File: config.mk
export PLATFORM = sky130hd
export DESIGN_NAME = hcb_walk_stack
export DESIGN_NICKNAME = d
export VERILOG_FILES = /design/src/hw/rtl/hcb_pkg.sv /design/src/hw/rtl/hcb_walk_stack.sv
export SDC_FILE = /design/constraint.sdc
export NUM_CORES = 2
export LEC_CHECK = 0
export BUFFER_PORTS_ARGS = -buffer_cell sky130_fd_sc_hd__buf_2
export CAP_MARGIN = 20
export CORE_ASPECT_RATIO = 0.6
export CORE_MARGIN = 8
export CORE_UTILIZATION = 55
export DETAILED_ROUTE_END_ITERATION = 12
export PLACE_DENSITY = 0.74
export SYNTH_ARGS = -nofsm -noshare
export SYNTH_HDL_FRONTEND = slang
export SYNTH_MEMORY_MAX_BITS = 65536
export SYNTH_SLANG_ARGS = --single-unit
File: constraint.sdc
create_clock -name aclk -period 7.9 [get_ports aclk]
set_input_delay 1.58 -clock aclk [delete_from_list [all_inputs] [get_ports aclk]]
set_output_delay 1.58 -clock aclk [all_outputs]
set_load 0.01 [all_outputs]
File: src/hw/rtl/hcb_pkg.sv
// Shared constants, types and state codes of the Huffman code builder.
package hcb_pkg;

    localparam int MAX_SYMBOLS = 64;
    localparam int WEIGHT_BITS = 24;
    localparam int NODE_DEPTH  = 2 * MAX_SYMBOLS - 1;
    localparam int NODE_W      = $clog2(NODE_DEPTH);
    localparam int LEAF_AW     = $clog2(MAX_SYMBOLS);
    localparam int CNT_W       = LEAF_AW + 1;
    localparam int SUM_W       = WEIGHT_BITS + LEAF_AW;
    localparam int SYM_W       = 8;
    localparam int LEN_W       = 6;
    localparam int CODE_W      = 63;
    localparam int IN_DATA_W   = 32;
    localparam int OUT_DATA_W  = 80;

    typedef logic [NODE_W-1:0] node_t;

    typedef struct packed {
        node_t left;
        node_t right;
    } node_pair_t;

    typedef struct packed {
        node_t             node;
        logic [LEN_W-1:0]  len;
        logic [CODE_W-1:0] code;
    } walk_entry_t;

    typedef enum logic [3:0] {
        ST_LOAD,
        ST_SCAN,
        ST_SCAN_TAIL,
        ST_MERGE,
        ST_EVAL,
        ST_CHILD,
        ST_LEAF,
        ST_OUT,
        ST_POP
    } hcb_state_t;

endpackage

File: src/hw/rtl/hcb_walk_stack.sv
// Stack memory of pending right subtrees for the tree walk.
module hcb_walk_stack
    import hcb_pkg::*;
(
    input  logic               aclk,
    input  logic               wr_en,
    input  logic [LEAF_AW-1:0] wr_addr,
    input  walk_entry_t        wr_data,
    input  logic [LEAF_AW-1:0] rd_addr,
    output walk_entry_t        rd_data
);

    walk_entry_t stack_mem [MAX_SYMBOLS];

    always_ff @(posedge aclk) begin
        if (wr_en) begin
            stack_mem[wr_addr] <= wr_data;
        end
        rd_data <= stack_mem[rd_addr];
    end

endmodule

==> summary.md <==
| Metric | Value |
|---|---|
| Status | completed |
| CTS Buf Count | 413 |
| Synth top cells by count | edfxtp_1 (4864), mux4_2 (1157), o22ai_1 (406) |
| Largest stage delay on the critical path | 0.84 ns |
| Longest Clk Path Bufs | 4 |
| Die width | 765 µm |
| Drt first pass iters | 6 |
| GRT Total Usage | 29.5% |
| Hold Path Class | register to register |
| Combinational share of power | 4.8% |
| Seq pwr share | 55.6% |
| Relative slew slack | 17.7% |
| Yosys top cell by area | edfxtp_1 |
| Mapped Cells | 7884 |
| Top-area cell type share of the netlist area | 78.9% |
| Final instance area | 206000 µm² |
| Element type at the critical path end | register |
| Max Cap Violations | 0 |
| Flop-to-flop setup slack | 5.74 ns |
| Largest net degree at the start of global routing | 137 |
| Sw Ratio | 21.3% |
| Postcts setup bufs | 0 |
| FF+latch area | 148000 µm² |
| Worst Path Required | 8.80 ns |
| Worst skew pair latency | 0.98 ns |
| GRT overflow | 0 |
| Initial drt markers | 18400 |
| Fill cell count | 21800 |
| RR Startpoint | stack_mem[45][14] |
| CTS resizes | 0 |
| Drt wl/cell | 40.8 µm |
| Final min period | 4.38 ns |
| Syn Area/Cell | 23.5 µm² |
| RePlAce Congestion | 0.811 |
| Post-synth EDFFs | 4864 |
| Final WL | 535000 µm |
| Crit Path Category | input port to register |
| Area occupied by multi-input gates | 35500 µm² |
| Remaining DRCs | 0 |
| Seq/Total Area, Yosys | 79.8% |
| Arrival time worst endpoint | 5.28 ns |
| Fin. Hold Viols | 0 |
| Maximum fanout along the worst path | 31 |
| Crit-path most repeated cell | buf_4 |
| Clk_skew | 0.0633 ns |
| Ys flop type | edfxtp_1 |
| # setup viols final | 0 |
| Pwr Density | 254 nW/µm² |
| Clock-pin slew on the worst setup and hold paths | 0.07 ns |
| Slew Limit Fails | 0 |
| Share of cells above drive strength 1 | 26.4% |
| Setup TNS | 0 ns |
| Initial Util | 55.1% |
| P_int | 41300 µW |
| Startpoint Class | input port |
| Clock power share | 39.6% |
| Final nets | 8333 |
| Root Buffer | clkbuf_16 |
| Total power | 52400 µW |
| First-pass GRT wire length | 730000 µm |
| Fmax | 228 MHz |
| Vias per std cell | 7.27 |
| Cell Chain, Critical Path | buf_4, buf_4, nor2b_1, nand2_4, buf_4, o22ai_1, nor4_1, o22a_1 |
| Worst Max-Slew Pin Slew | 1.23 ns |
| CTS sink cnt | 4940 |
| Vias in the first global route | 91300 |
| Reg2Reg Depth | 5 |
| CTS tree | built |
| Synth async-reset ratio | 0% |
| Critical path launch point | rd_addr[3] |
| DR vias | 95300 |
| #FFs+latches synth | 4940 |
| Switching power | 11200 µW |
| Syn nets | 7974 |
| Hold Buf Count CTS | 0 |
| Fin crit share | 55.5% |
| CP endpoint | rd_data[4] |
| Max rail drop VDD | 0.000232 V |
| Reg2reg end | rd_data[14] |
| Dpl cell area | 192000 µm² |
| Initial antenna violation count | 49 |
| Die footprint | 356000 µm² |
| Distinct cells, synth | 36 |
| Post-DP HPWL | 263000 µm |
| Most common cell in the netlist | edfxtp_1 |
| Row count | 165 |
| Core area | 336000 µm² |
| Leak Pwr | 0.0634 µW |
| I/O Buffers | 165 |
| Synth warn | 0 |
| Final ANT Viol Nets | 0 |
| RSZ-0062 raised after global routing | no |
| P&R area growth vs syn | 11.4% |
| H-Tree Depth | 5 |
| Die Span Y | 465 µm |
| IO Count | 166 |
| Synth Cell Area | 185000 µm² |
| Critical Path Slowest Stage Cell | nor4_1 |
| Area contributors post-synth | edfxtp_1 (79%), mux4_2 (14%), o22ai_1 (1.4%) |
==> per-layer routing <==
layer / part of all wire [%] / global-route usage, % / up-vias
li1: - / - / 34800
met1: 36 / 43.3 / 49800
met2: 43 / 41.5 / 9404
met3: 17 / 9.23 / 1296
met4: 4.8 / 12.1 / 10
met5: 0.013 / 0 / -
==> registers in the layout (all words and copies together) (netlist names) <==
| name | cells |
|---|---|
| stack_mem | 4864 |
| rd_data | 76 |
==> critical path, delay by kind of cell <==
kind / cells / cell delay (ns)
and+or+nand+nor: 3 / 1.80
buffers and inverters: 3 / 1.38
AOI/OAI and AO/OA: 2 / 0.44
==> cells in the final DEF, fill, tap and decap left out, types with 96 or more instances in the layout <==
| cell type | Yosys | layout |
|---|---|---|
| o22ai_1 | 406 | 406 |
| nor2b_1 | 98 | 96 |
| mux4_2 | 1157 | 1157 |
| edfxtp_1 | 4864 | 4864 |
| buf_2 | 116 | 162 |
| a211oi_1 | 122 | 122 |
| buf_4 | 82 | 141 |
| nor3_1 | 111 | 109 |
| clkbuf_16 | 0 | 418 |
| mux2i_1 | 136 | 136 |
==> cells by family (layout without fill, tap and decap cells) <==
logic type / count (synthesis) / after routing / synth area share, %
flops: 4940 / 4940 / 79.8
mux: 1293 / 1293 / 14.8
buf+inv: 455 / 1152 / 1.38
simple gates: 453 / 453 / 1.28
compound gates: 743 / 743 / 2.77
other cells: 0 / 21 / 0
==> power groups by stage <==
| stage | Combinational (µW) | Sequential (µW) | Clock, µW |
|---|---|---|---|
| floorplan | 1350 | 29700 | 0 |
| global placement | 2370 | 29700 | 0 |
| detailed placement | 2420 | 29700 | 0 |
| CTS | 2440 | 29200 | 20900 |
| global route | 2600 | 29200 | 21800 |
| finish | 2510 | 29200 | 20800 |
==> metrics by stage <==
stage / hold slack [ns] / util, % / setup slack (ns) / std cells
after CTS: 0.793 / 61.2 / 3.68 / 13100
after global placement: 0.740 / 57.2 / 2.72 / 12300
after detailed placement: 0.761 / 57.2 / 2.64 / 12300
after floorplan: 0.695 / - / 0.0663 / 7884
final: 0.780 / 61.4 / 3.52 / 13100
after global routing: 0.821 / 61.3 / 3.60 / 13100
==> final cells by class <==
class / instances / area share (%)
inverters: 1 / 0.00304
multi-input cells: 2489 / 17.2
flip-flops and latches: 4940 / 71.6
well taps: 4509 / 2.74
repair buffers: 398 / 1.83
diodes: 21 / 0.0255
clock inverters: 225 / 1.17
clock buffers: 528 / 5.41
==> how the worst min path moves through the flow <==
stage	from	end	cells after the start
floorplan	stack_mem[1][3]	rd_data[3]	5
global placement	stack_mem[2][68]	rd_data[68]	5
detailed placement	stack_mem[6][68]	rd_data[68]	5
CTS	stack_mem[1][24]	rd_data[24]	5
global route	stack_mem[1][24]	rd_data[24]	5
finish	stack_mem[5][40]	rd_data[40]	5
No activity file was read; power rests on OpenSTA's default activity.
