## src/hw/rtl/hcb_pkg.sv

```systemverilog
// Shared constants, types and state codes of the Huffman code builder.
package hcb_pkg;

    localparam int MAX_SYMBOLS = 64;
    localparam int WEIGHT_BITS = 24;
    localparam int NODE_DEPTH  = 2 * MAX_SYMBOLS - 1;
    localparam int NODE_W      = $clog2(NODE_DEPTH);
    localparam int LEAF_AW     = $clog2(MAX_SYMBOLS);
    localparam int CNT_W       = LEAF_AW + 1;
    localparam int SUM_W       = WEIGHT_BITS + LEAF_AW;
    localparam int SYM_W       = 8;
    localparam int LEN_W       = 6;
    localparam int CODE_W      = 63;
    localparam int IN_DATA_W   = 32;
    localparam int OUT_DATA_W  = 80;

    typedef logic [NODE_W-1:0] node_t;

    typedef struct packed {
        node_t left;
        node_t right;
    } node_pair_t;

    typedef struct packed {
        node_t             node;
        logic [LEN_W-1:0]  len;
        logic [CODE_W-1:0] code;
    } walk_entry_t;

    typedef enum logic [3:0] {
        ST_LOAD,
        ST_SCAN,
        ST_SCAN_TAIL,
        ST_MERGE,
        ST_EVAL,
        ST_CHILD,
        ST_LEAF,
        ST_OUT,
        ST_POP
    } hcb_state_t;

endpackage

```

## src/hw/rtl/hcb_leaf_store.sv

```systemverilog
// Symbol memory of the loaded leaves.
module hcb_leaf_store
    import hcb_pkg::*;
(
    input  logic               aclk,
    input  logic               wr_en,
    input  logic [LEAF_AW-1:0] wr_addr,
    input  logic [SYM_W-1:0]   wr_data,
    input  logic [LEAF_AW-1:0] rd_addr,
    output logic [SYM_W-1:0]   rd_data
);

    logic [SYM_W-1:0] sym_mem [MAX_SYMBOLS];

    always_ff @(posedge aclk) begin
        if (wr_en) begin
            sym_mem[wr_addr] <= wr_data;
        end
        rd_data <= sym_mem[rd_addr];
    end

endmodule

```

## config.mk

```make
export PLATFORM = sky130hd
export DESIGN_NAME = hcb_leaf_store
export DESIGN_NICKNAME = d
export VERILOG_FILES = /design/src/hw/rtl/hcb_pkg.sv /design/src/hw/rtl/hcb_leaf_store.sv
export SDC_FILE = /design/constraint.sdc
export NUM_CORES = 1
export LEC_CHECK = 0
export ABC_AREA = 1
export BUFFER_PORTS_ARGS = -buffer_cell sky130_fd_sc_hd__buf_4
export CAP_MARGIN = 20
export CORE_MARGIN = 2
export CORE_UTILIZATION = 50
export CTS_CLUSTER_SIZE = 20
export DETAILED_ROUTE_END_ITERATION = 10
export HOLD_SLACK_MARGIN = 0.08
export MAX_ROUTING_LAYER = met4
export PLACE_DENSITY = 0.68
export SYNTH_ARGS = -nofsm -noshare
export SYNTH_HDL_FRONTEND = slang
export SYNTH_SLANG_ARGS = --single-unit
```

## constraint.sdc

```tcl
create_clock -name aclk -period 2.3 [get_ports aclk]
set_input_delay 0.575 -clock aclk [delete_from_list [all_inputs] [get_ports aclk]]
set_output_delay 0.575 -clock aclk [all_outputs]
set_load 0.01 [all_outputs]
```

==> reports/results.tsv, run 1 <==
metric	value	unit
synth_cells	1805	
slew_viol_final	0	
synth.top_cell.area_share	72.0	%
ys_seq_area_share	72.8	%
skew	0.0164	ns
worstSetupEndpointType	output pin	
hold_viol	0	
wl_per_cell	21.9	µm
powerDensity	826	mW/mm²
fin_crit	1.75	ns
crit_buf_inv	1	
fmax	0.572	GHz
synth-main-ff-cell	edfxtp_1	
slew-limit-headroom	57.8	%
port_buffers	29	
startpoint_type	flop	
dp_hpwl	33300	µm
grt_max_degree	115	
nFillCells	3441	
final_layout_size_suffix_gt1_share	11.4	%
die_y	211	µm
wl	54100	µm
ys_ff_latch	520	
synth_area_leader_cell	edfxtp_1	
post_cts_buffers	0	
first_pass_iters	7	
clkSinkCount	520	
crit_slowest_cell	dfxtp_1	
drt_iter0_drc	1850	
ctsHtreeMaxLevel	2	
rows	75	
yosysMostFrequentCell	nand2_1	
async_flop_share	0	%
ios	30	
synth_edf_count	512	
setup_viol	0	
area_delta_synth_final	13.9	%
via_count	14200	
drc_errors	0	
grt_pass1_wl	82900	µm
nNetsFinal	1917	
overflow	0	
finalCritPeriodShare	76.0	%
path_clk_slew	0.06	ns
drtAntennaViolNets	0	
antenna_found_initial	1	
cts_tree	built	
cts_buffers	50	
gp_congestion	0.888	
critical_path_class	flop to output pin	
yosysWarningCount	0	
cap_viol_max_count	0	
die_area	0.0443	mm²
grt_pass1_vias	13700	
netlist_area	0.0213	mm²
rsz0062_at_grt	false	
tns	0	ns
ir_drop	0.496	mV
synth_cell_types	16	
path_delay_family	flip-flops	
ys_top_cells_by_area	edfxtp_1, nand2_1, nand3_1	
cts_hold_buf	0	
crit_chain	buf_4	
critPathMaxStageDelay	0.43	ns
required	1.73	ns
status	complete, no violations	
tightest_slew	0.633	ns
die_w	211	µm
clock_latency	0.58	ns
cts_root_buf	clkbuf_16	
vias_per_cell	5.75	
utilization	57.8	%
crit_fanout	1	
cts.path.max_buffers	3	
grt_usage	25.6	%
min_path_type	input port to flop	
syn_nets	1827	
p_leak	0.00893	µW
core_area	0.0420	mm²
yosys-top-cells-count	nand2_1, edfxtp_1, nand3_1	
avgSynthCellArea	11.8	µm²
critPathArrivalTime	1.17	ns
cts-resized-gates	0	
initial_utilization	50.8	%
[routing by layer]
metal,vias up,GRT usage [%],wire length [µm]
li1,6528,-,-
met1,6828,35.4,21900
met2,712,38.8,25500
met3,137,4.20,4820
met4,0,8.79,1840
met5,-,-,0
[sequential cells by signal (all words and copies together) (netlist names)]
register / cells
rd_data: 8
sym_mem: 512
[area by class of cell]
type | count | area (µm²) | share of cell area (%)
Clock buffer | 57 | 1300 | 5.34
Inverter | 12 | 52.6 | 0.216
Sequential cell | 520 | 15500 | 63.9
Multi-Input combinational cell | 1160 | 4950 | 20.3
Antenna cell | 1 | 2.50 | 0.0103
Tap cell | 539 | 674 | 2.77
Clock inverter | 32 | 339 | 1.39
Timing Repair Buffer | 151 | 1470 | 6.03
[path summary, 6_finish.rpt]
check	startpoint	to	slack [ns]	cells after the start
hold / removal	wr_data[5]	sym_mem[59][5]$_DFFE_PP_	0.36	1
setup reg to reg	sym_mem[45][0]$_DFFE_PP_	rd_data[0]$_DFF_P_	0.94	8
hold reg to reg	sym_mem[24][7]$_DFFE_PP_	rd_data[7]$_DFF_P_	0.81	8
setup / recovery	rd_data[5]$_DFF_P_	rd_data[5]	0.55	1
[cells in the final DEF, fill, tap and decap left out]
| cell | synthesis | layout |
|---|---|---|
| clkbuf_1 | 15 | 6 |
| nand4_1 | 9 | 9 |
| diode_2 | 0 | 1 |
| buf_12 | 0 | 26 |
| bufinv_16 | 0 | 7 |
| nor4_1 | 8 | 8 |
| nand2_1 | 648 | 648 |
| nand3_1 | 439 | 439 |
| dfxtp_1 | 8 | 8 |
| clkinv_1 | 0 | 17 |
| clkinvlp_4 | 0 | 1 |
| edfxtp_1 | 512 | 512 |
| clkinv_2 | 0 | 5 |
| inv_1 | 10 | 9 |
| inv_4 | 0 | 1 |
| inv_6 | 1 | 1 |
| clkbuf_16 | 0 | 51 |
| inv_2 | 1 | 1 |
| clkbuf_8 | 0 | 1 |
| buf_4 | 14 | 124 |
| nor2_1 | 56 | 56 |
| clkinv_8 | 0 | 2 |
[metrics by stage]
stage	instance area [µm²]	std cells	setup slack [ns]	hold WS (ns)	total power (µW)
6_report	24300	2472	0.553	0.358	20100
5_1_grt	24300	2472	0.554	0.347	20700
4_1_cts	24300	2471	0.548	0.334	20200
3_5_place_dp	22700	2382	0.0935	0.799	12000
3_3_place_gp	22700	2382	0.0879	0.789	12000
2_1_floorplan	21300	1805	-0.0411	0.674	11500
[logic make-up (layout without fill, tap and decap cells)]
logic type	count (synthesis)	in the layout	share of synthesized area (%)
and+or+nand+nor	1160	1160	23.2
DFF	520	520	72.8
buffers and inverters	125	252	4.02
other	0	1	0
[power breakdown]
group / total, µW / internal, µW / switching [µW]
registers: 10500 / 10500 / 37.8
clock network: 8240 / 4810 / 3420
logic: 1330 / 394 / 938
Note: power is estimated with default switching activity, not from simulation.
==> inputs of run 2 (changes only) <==
PLACE_DENSITY = 0.66   (was 0.68)
clock period = 1.76 ns   (was 2.3 ns; I/O delays follow)
==> reports/results.tsv, run 2 (synthesis gave the netlist of run 1 again) <==
metric	value	unit	change
min_path_type	input port to flop		unchanged
path_clk_slew	0.06	ns	about the same
crit_fanout	1		unchanged
skew	0.0126	ns	was 0.0164 ns
worstSetupEndpointType	output pin		unchanged
regToRegEndpoint	rd_data[2]$_DFF_P_		was rd_data[0]$_DFF_P_
cts_tree	built		unchanged
ctsHtreeMaxLevel	2		unchanged
regToRegSetupSlack	0.41	ns	was 0.94 ns
rsz0062_at_grt	false		unchanged
path_delay_family	flip-flops		unchanged
overflow	0		unchanged
p_leak	0.00909	µW	was 0.00893 µW
via_count	14200		about the same
nNetsFinal	1949		was 1917
dp_hpwl	32500	µm	was 33300 µm
utilization	58.9	%	was 57.8%
area_delta_synth_final	16.0	%	was 13.9%
clock_latency	0.58	ns	about the same
finalCritPeriodShare	92.9	%	
worst-path-stages	1		unchanged
port_buffers	29		unchanged
hold_viol	0		unchanged
die_area	0.0443	mm²	unchanged
ir_drop	0.607	mV	was 0.496 mV
drt_iter0_drc	1622		was 1850
drc_errors	0		unchanged
cts_hold_buf	0		unchanged
antenna_found_initial	1		unchanged
largest_register_ffs	512		unchanged
largestRegisters	sym_mem: 512 flops, rd_data: 8 flops		unchanged
first_pass_iters	7		unchanged
wl_per_cell	21.6	µm	was 21.9 µm
tns	0	ns	unchanged
crit_path_end	rd_data[7]		was rd_data[5]
cts_root_buf	clkbuf_16		unchanged
slew_viol_final	0		unchanged
regMostFlops	sym_mem		unchanged
startpoint_type	flop		unchanged
final_layout_size_suffix_gt1_share	14.5	%	was 11.4%
layout_commonest_cell	nand2_1		unchanged
grt_pass1_wl	81400	µm	was 82900 µm
required	1.32	ns	was 1.73 ns
mostFrequentLayoutCells	nand2_1, edfxtp_1, nand3_1		unchanged
grt_max_degree	65		was 115
die_w	211	µm	unchanged
crit_slowest_cell	dfxtp_1		unchanged
fmax	0.612	GHz	
critPathMaxStageDelay	0.43	ns	about the same
r2r_cells	8		unchanged
powerDensity	1050	mW/mm²	was 826 mW/mm²
slew-limit-headroom	42.7	%	was 57.8%
die_y	211	µm	unchanged
critPathArrivalTime	1.20	ns	was 1.17 ns
startpoint	rd_data[7]$_DFF_P_		was rd_data[5]$_DFF_P_
tightest_slew	0.859	ns	was 0.633 ns
cts-resized-gates	0		unchanged
vias_per_cell	5.68		was 5.75
dp_cells	2412		was 2382
post_cts_buffers	0		unchanged
crit_chain	buf_4		unchanged
cap_viol_max_count	0		unchanged
fin_crit	1.64	ns	
finalNonFillerCells	2506		was 2472
status	complete, no violations		unchanged
cts_buffers	52		was 50
wl	54200	µm	was 54100 µm
crit_buf_inv	1		unchanged
rows	75		unchanged
core_area	0.0420	mm²	unchanged
grt_pass1_vias	13800		was 13700
gp_congestion	0.890		was 0.888
grt_usage	25.4	%	was 25.6%
initial_utilization	50.8	%	unchanged
setup_viol	0		unchanged
rr_startpoint	sym_mem[58][2]$_DFFE_PP_		was sym_mem[45][0]$_DFFE_PP_
cts.path.max_buffers	3		unchanged
clkSinkCount	520		unchanged
ios	30		unchanged
critical_path_class	flop to output pin		unchanged
drtAntennaViolNets	0		unchanged
==> run 2: how the worst min path moves through the flow <==
stage | from | to | cells after the start
floorplan | wr_data[0] | sym_mem[0][0]$_DFFE_PP_ | 0
global route | rd_addr[5] | rd_data[7]$_DFF_P_ | 3
detailed placement | rd_addr[5] | rd_data[7]$_DFF_P_ | 3
finish | rd_addr[5] | rd_data[7]$_DFF_P_ | 3
CTS | rd_addr[5] | rd_data[7]$_DFF_P_ | 3
global placement | rd_addr[5] | rd_data[6]$_DFF_P_ | 3
==> run 2: report_power, final <==
| group | leakage [µW] | total, µW | switching [µW] | internal (µW) |
|---|---|---|---|---|
| registers | 0.00467 | 13800 | 50.9 | 13700 |
| logic | 0.00364 | 1850 | 1270 | 588 |
| clock network | 0.000781 | 10300 | 4530 | 5800 |
==> run 2: final cells by class <==
class	count	area (µm²)
Multi-Input combinational cell	1160	5080
Timing Repair Buffer	181	1830
Clock buffer	65	1410
Antenna cell	1	2.50
Clock inverter	28	168
Tap cell	539	674
Fill cell	3367	17300
Inverter	12	61.3
Sequential cell	520	15500
==> run 2: stage by stage <==
stage               setup slack (ns)  hold slack, ns  total power (µW)  area [µm²]
CTS                            0.119           0.153             26100       24800
global route                   0.117           0.193             26700       24800
global placement              -0.193           0.780             15800       23200
finish                         0.125           0.185             25900       24800
detailed placement            -0.184           0.780             15900       23200
floorplan                     -0.233           0.539             15000       21500
==> run 2: routing by layer <==
| metal | up-vias | track usage, % | share of wire [%] |
|---|---|---|---|
| met3 | 102 | 5.62 | 9.3 |
| met5 | - | - | 0 |
| met2 | 683 | 39.7 | 48 |
| met1 | 6864 | 33.6 | 41 |
| met4 | 0 | 7.82 | 2.6 |
| li1 | 6587 | - | - |
==> inputs of run 3 (changes only) <==
--- a/config.mk
+++ b/config.mk
@@ -10,4 +10,6 @@
 export CAP_MARGIN = 20
+export CELL_PAD_IN_SITES_DETAIL_PLACEMENT = 1
+export CELL_PAD_IN_SITES_GLOBAL_PLACEMENT = 2
 export CORE_MARGIN = 2
-export CORE_UTILIZATION = 50
+export CORE_UTILIZATION = 44
 export CTS_CLUSTER_SIZE = 20
@@ -16,3 +18,3 @@
 export MAX_ROUTING_LAYER = met4
-export PLACE_DENSITY = 0.66
+export PLACE_DENSITY_LB_ADDON = 0.1
 export SYNTH_ARGS = -nofsm -noshare
==> constraint.sdc (replaced) <==
create_clock -name aclk -period 1.76 [get_ports aclk]
set_input_delay 0.528 -clock aclk [delete_from_list [all_inputs] [get_ports aclk]]
set_output_delay 0.528 -clock aclk [all_outputs]
set_load 0.01 [all_outputs]
==> reports/results.tsv, run 3 (synthesis gave the netlist of run 1 again) <==
metric	value	unit	change
nNetsFinal	1964		was 1949
layout_commonest_cell	nand2_1		unchanged
crit_buf_inv	1		unchanged
grt_pass1_wl	97400	µm	was 81400 µm
initial_utilization	44.6	%	was 50.8%
grt_max_degree	68		was 65
critical_path_class	flop to output pin		unchanged
critPathMaxStageDelay	0.45	ns	was 0.43 ns
vias_per_cell	5.57		was 5.68
tightest_slew	0.855	ns	was 0.859 ns
violations	setup timing		
cts_root_buf	clkbuf_16		unchanged
ir_drop	0.827	mV	was 0.607 mV
path_clk_slew	0.06	ns	about the same
slew_viol_final	0		unchanged
regMostFlops	sym_mem		unchanged
grt_usage	27.2	%	was 25.4%
mostFrequentLayoutCells	nand2_1, edfxtp_1, nand3_1		unchanged
drtAntennaViolNets	0		unchanged
dp_slack	-0.490	ns	was -0.184 ns
p_leak	0.00936	µW	was 0.00909 µW
multi_input_area	0.00518	mm²	was 0.00508 mm²
wl	65100	µm	was 54200 µm
dp_cells	2500		was 2412
r2r_cells	8		unchanged
powerDensity	1070	mW/mm²	was 1050 mW/mm²
cts_buffers	55		was 52
path_delay_family	flip-flops		unchanged
port_buffers	29		unchanged
finalNonFillerCells	2605		was 2506
dp_hpwl	41000	µm	was 32500 µm
worstSetupEndpointType	output pin		unchanged
worst-path-stages	1		unchanged
ios	30		unchanged
fmax	0.560	GHz	was 0.612 GHz
cts_hold_buf	0		unchanged
drc_errors	0		unchanged
gp_congestion	0.831		was 0.890
grt_pass1_vias	15300		was 13800
required	1.23	ns	was 1.32 ns
rsz0062_at_grt	false		unchanged
post_cts_buffers	0		unchanged
slew-limit-headroom	43.0	%	was 42.7%
die_y	224	µm	was 211 µm
clock_latency	0.62	ns	was 0.58 ns
crit_chain	buf_4		unchanged
drt_iter0_drc	954		was 1622
cts_tree	built		unchanged
die_w	224	µm	was 211 µm
first_pass_iters	5		was 7
area_delta_synth_final	20.1	%	was 16.0%
fin_crit	1.78	ns	was 1.64 ns
largest_register_ffs	512		unchanged
min_path_type	input port to flop		unchanged
clkSinkCount	520		unchanged
die_area	0.0503	mm²	was 0.0443 mm²
ctsHtreeMaxLevel	2		unchanged
utilization	53.6	%	was 58.9%
via_count	14500		was 14200
antenna_found_initial	2		was 1
rows	80		was 75
wl_per_cell	25.0	µm	was 21.6 µm
worst_slack	-0.0242	ns	was 0.125 ns
tns	-0.0242	ns	was 0 ns
overflow	0		unchanged
critPathArrivalTime	1.26	ns	was 1.20 ns
final_layout_size_suffix_gt1_share	16.5	%	was 14.5%
finalCritPeriodShare	101	%	was 92.9%
hold_viol	0		unchanged
skew	0.0205	ns	was 0.0126 ns
cts.path.max_buffers	3		unchanged
holdPathStages	3		unchanged
crit_fanout	1		unchanged
core_area	0.0478	mm²	was 0.0420 mm²
setup_viol	1		was 0
largestRegisters	sym_mem: 512 flops, rd_data: 8 flops		unchanged
startpoint_type	flop		unchanged
status	finished, violations left		was complete, no violations
cap_viol_max_count	0		unchanged
crit_slowest_cell	dfxtp_1		unchanged
regArea	0.0155	mm²	about the same
nFillCells	4906		was 3367
[run 3: changes by cell type in the layout (fill, tap and decap cells not counted), sizes merged]
cell,previous run,this run
clkinvlp,4,2
diode,1,2
clkinv,23,24
inv,12,13
clkbuf,65,71
buf,181,192
bufinv,1,6
[run 3: final timing paths]
kind | startpoint | to | slack, ns
worst max-delay path | rd_data[6]$_DFF_P_ | rd_data[6] | -0.02
worst min-delay path | rd_addr[5] | rd_data[4]$_DFF_P_ | 0.31
worst max register to register | sym_mem[39][2]$_DFFE_PP_ | rd_data[2]$_DFF_P_ | 0.25
worst min register to register | sym_mem[12][3]$_DFFE_PP_ | rd_data[3]$_DFF_P_ | 0.82
[run 3: power by group]
part           internal, µW  switching [µW]
registers             13700            58.2
logic                   629            1390
clock network          6820            4840
total                 21200            6290
[run 3: cell type report]
| class | count | area share [%] |
|---|---|---|
| inverter | 12 | 0.288 |
| clock inverter | 33 | 1.24 |
| multi-input combinational | 1160 | 20.2 |
| antenna | 2 | 0.0195 |
| tap | 615 | 3.00 |
| clock buffer | 70 | 5.79 |
| timing repair buffer | 193 | 8.85 |
| sequential | 520 | 60.6 |
[run 3: per-layer routing]
metal	track usage, %	share of wire, %	wire (µm)
met2	42.2	47	30600
met4	10.3	3.4	2230
met5	-	0	0
met3	3.98	4.7	3070
met1	36.7	45	29200
[run 3: per-stage QoR]
step           hold slack [ns]  instance area, µm²  total power (µW)
3_5_place_dp             0.812               23800             16100
6_report                 0.311               25600             27400
3_3_place_gp             0.809               23800             16000
4_1_cts                  0.278               25600             27600
2_1_floorplan            0.627               21700             15000
5_1_grt                  0.295               25600             28200
[run 3: repair_timing]
action                                  4_1_cts  5_1_grt
gates resized for setup                       2        1
endpoints found under the hold margin         0        0
endpoints found under the setup margin        2        1
pin swaps                                     0        0
